$ cat src/design/tlpc_queue.sv
// ----------------------------------------------------------------------------
// TTL location cache request queue
// Two-entry queue that decouples the front end from the probe engine.
// ----------------------------------------------------------------------------
module tlpc_queue #(
    parameter int DW = 8
) (
    input  logic          aclk,
    input  logic          aresetn,
    input  logic          push,
    input  logic [DW-1:0] push_data,
    output logic          full,
    input  logic          pop,
    output logic          not_empty,
    output logic [DW-1:0] pop_data
);

    logic [DW-1:0] data_reg [2];
    logic          wr_ptr_reg;
    logic          rd_ptr_reg;
    logic [1:0]    count_reg;

    assign full      = (count_reg == 2'd2);
    assign not_empty = (count_reg != 2'd0);
    assign pop_data  = data_reg[rd_ptr_reg];

    // Storage and pointers.
    always_ff @(posedge aclk) begin
        if (!aresetn) begin
            wr_ptr_reg <= 1'b0;
            rd_ptr_reg <= 1'b0;
            count_reg  <= 2'd0;
        end else begin
            if (push) begin
                data_reg[wr_ptr_reg] <= push_data;
                wr_ptr_reg           <= !wr_ptr_reg;
            end
            if (pop) begin
                rd_ptr_reg <= !rd_ptr_reg;
            end
            count_reg <= count_reg + {1'b0, push} - {1'b0, pop};
        end
    end

endmodule

$ cat config.mk
export PLATFORM = sky130hd
export DESIGN_NAME = tlpc_queue
export DESIGN_NICKNAME = d
export VERILOG_FILES = /design/src/design/tlpc_queue.sv
export SDC_FILE = /design/constraint.sdc
export NUM_CORES = 1
export LEC_CHECK = 0
export ABC_AREA = 0
export BUFFER_PORTS_ARGS = -buffer_cell sky130_fd_sc_hd__buf_2
export CAP_MARGIN = 20
export CORE_MARGIN = 8
export CORE_UTILIZATION = 30
export DETAILED_ROUTE_END_ITERATION = 7
export SYNTH_ARGS = -nofsm -noshare
export SYNTH_HDL_FRONTEND = slang
export SYNTH_SLANG_ARGS = --single-unit
$ cat constraint.sdc
create_clock -name aclk -period 1.25 [get_ports aclk]
set_input_delay 0.1875 -clock aclk [delete_from_list [all_inputs] [get_ports aclk]]
set_output_delay 0.1875 -clock aclk [all_outputs]
set_load 0.02 [all_outputs]
==> key figures <==
Global routing
  • Total grt overflow: 0
  • Initial antenna violation count: 0
  • Largest net degree at the start of global routing: 12
  • First-pass GRT wire length: between 2 and 2.5 mm
  • Vias in the first global route: about 530
  • GRT Util Overall: around 6.5%

Critical path
  • Arr. time, crit path: 1.21 ns
  • R2r worst-path depth: 6
  • Setup crit end kind: primary output
  • Crit Path Category: register to primary output
  • CP startpoint kind: register
  • Worst R2R Setup Slack: ~0.070 ns
  • Reg2reg start: count_reg[0]$_SDFF_PN0_
  • RR Endpoint: count_reg[1]$_SDFF_PN0_
  • Required time of the critical path: ~1.1 ns
  • CP max FO: 4

Finish
  • Max reg flops: 16
  • Commonest non-fill, non-tap cells in the layout: 16 x edfxtp_1, 13 x buf_2, 10 x buf_6
  • # diodes: 0
  • Final core utilization: 43.50%
  • Commonest non-fill, non-tap cell in the layout: edfxtp_1
  • Final Cell Area: between 1000 and 1500 µm²
  • Layout Area Growth over Synthesis: 36.18%
  • Fin nets: 89
  • Share of cells above drive strength 1: a little over half

Outcome
  • Status: finished, violations left
  • Failing checks: negative setup slack

Placed design
  • IO Port Bufs: 21
  • DPL Wire Length: around 1 mm
  • GP Congestion: around 0.61
  • Placed cell areas: roughly 970 µm²

Timing
  • Final worst slack: -0.1441 ns
  • Total negative slack: -1.122 ns
  • Tcrit/Tclk final: 111.5%
  • Worst-Margin Slew: 0.4020 ns
  • Final Max Tran Viols: 0
  • Max Clock Freq: roughly 0.72 GHz
  • WHS: roughly 0.085 ns
  • RSZ-0062 raised after global routing: true
  • Final setup fails: 8
  • Worst slew margin: 73.20%
  • Final hold violation count: 0
  • Tmin final: approximately 1.4 ns
  • Fin Clk Skew: 0.001901 ns

Yosys
  • Synth Instances: between 40 and 50
  • Synth top area cells: edfxtp_1 60%, dfxtp_1 12%, mux2_1 11%, and2_1 3.1%, ha_1 3.1%
  • Netlist cell types: 14
  • Register area share after synthesis: between 70% and 80%
  • Warnings from Yosys: 0
  • Synth top area share: 59.63%
  • Syn Area/Cell: roughly 17 µm²
  • Syn Std Cell Area: approximately 810 µm²
  • Syn nets: 61
  • Synth area leader: edfxtp_1
  • Synthesis-stage register bit count: 21

Detailed routing
  • DRC Markers: 0
  • Post-route ant nets: 0
  • Final Routed Wirelength: 1.401 mm
  • TritonRoute pass-1 iters: 4
  • WL per Instance: between 10 and 15 µm
  • Via count: around 450
  • Via density: 4.346
  • Drt initial violations: 12

Clocking
  • H-tree level count: 1
  • Setup repair bufs after CTS: 0
  • CTS Buf Count: 3
  • TritonCTS Sinks: 21
  • Clock-pin slew of the registers on the worst-case setup and hold paths: about 0.1 ns
  • Clk Latency, worst-skew pair: around 0.29 ns
  • CTS tree: built
  • CTS Buffer Depth: 2
  • Root Buffer: clkbuf_4
  • Hold buffer count at CTS: 0

Die
  • Chip width: a little under 70 µm
  • Top Ports: 22
  • Initial core utilization: a little under a third
  • Die Y: a little under 70 µm
  • Core area: approximately 2500 µm²
  • FP Rows: 18
  • DIE AREA: ~4600 µm²

Hold path
  • Worst Hold Path EP: data_reg[1][5]$_DFFE_PP_
  • Hold_sp: push_data[5]
  • Hold depth: 1
  • Tightest Hold Check Type: primary input to register

Run
  • # Max-Cap Violations: 0

Pwr
  • Leak Pwr: roughly 0.00046 µW
  • PD cells: between 1000 and 1500 nW/µm²
  • Worst VDD drop: approximately 0.00072 V
==> Yosys cell counts (all sizes together) <==
cell / n
xor2: 2
and3: 1
edfxtp: 16
ha: 2
dfxtp: 5
buf: 1
mux2: 8
inv: 2
xnor3: 1
nor2: 1
and2: 4
nand2: 1
nor2b: 2
or2: 1
==> final cells by class <==
| cell class | instances | area (µm²) |
|---|---|---|
| sequential | 21 | 583.1 |
| clock buffer | 4 | 26.28 |
| multi-input combinational | 23 | 257.7 |
| inverter | 2 | 7.507 |
| tap | 30 | 37.54 |
| timing repair buffer | 24 | 185.2 |
| fill | 242 | 1425 |
==> metal layers <==
metal  share of wire [%]  wire length, µm  vias to the layer above  GRT usage [%]
li1                    -                -                      222              -
met1                  43              606                      213          7.407
met2                  48              673                       15          11.24
met3                 8.1              113                        2          2.288
met4                0.50                7                        0          2.302
met5                   0                0                        -              0
==> logic make-up (layout without fill, tap and decap cells) <==
logic type | after synthesis | in the layout | synth area share (%)
mux | 8 | 8 | 11.18
fa+ha+maj | 2 | 2 | 3.105
xor+xnor | 3 | 3 | 4.969
simple gates | 10 | 10 | 7.142
flops | 21 | 21 | 72.05
buf+inv | 3 | 30 | 1.553
==> how the worst max path moves through the flow <==
stage | startpoint | endpoint | slack [ns] | cells after the start
floorplan | count_reg[0]$_SDFF_PN0_ | count_reg[1]$_SDFF_PN0_ | 0.11 | 6
global placement | count_reg[0]$_SDFF_PN0_ | count_reg[1]$_SDFF_PN0_ | 0.09 | 6
detailed placement | count_reg[0]$_SDFF_PN0_ | count_reg[1]$_SDFF_PN0_ | 0.03 | 6
CTS | register | pop_data[5] | -0.16 | 3
global route | register | pop_data[7] | -0.20 | 3
finish | register | pop_data[5] | -0.14 | 3
==> power by group <==
group          internal [µW]  switching (µW)  total [µW]
registers                799            24.3         823
logic                    179             144         324
clock network            124             179         303
total                   1100             347        1450
==> timing repair <==
| item | 4_1_cts | 5_1_grt |
|---|---|---|
| pin swaps | 0 | 1 |
| gates resized for setup | 27 | 4 |
| setup endpoints to repair | 8 | 10 |
==> stage by stage <==
stage               setup WS, ns  power (µW)  instances
floorplan                 0.1074       998.0         47
global placement         0.08727        1088        100
detailed placement       0.02749        1094        100
CTS                      -0.1589        1471        104
global route             -0.1983        1539        104
finish                   -0.1441        1449        104
==> worst max-delay path, stage by stage (launching register included) <==
cell and delay (ns):
dfxtp_2 0.36, buf_6 0.12, mux2_4 0.30, buf_6 0.13
Power figures use the tool's default switching activity.
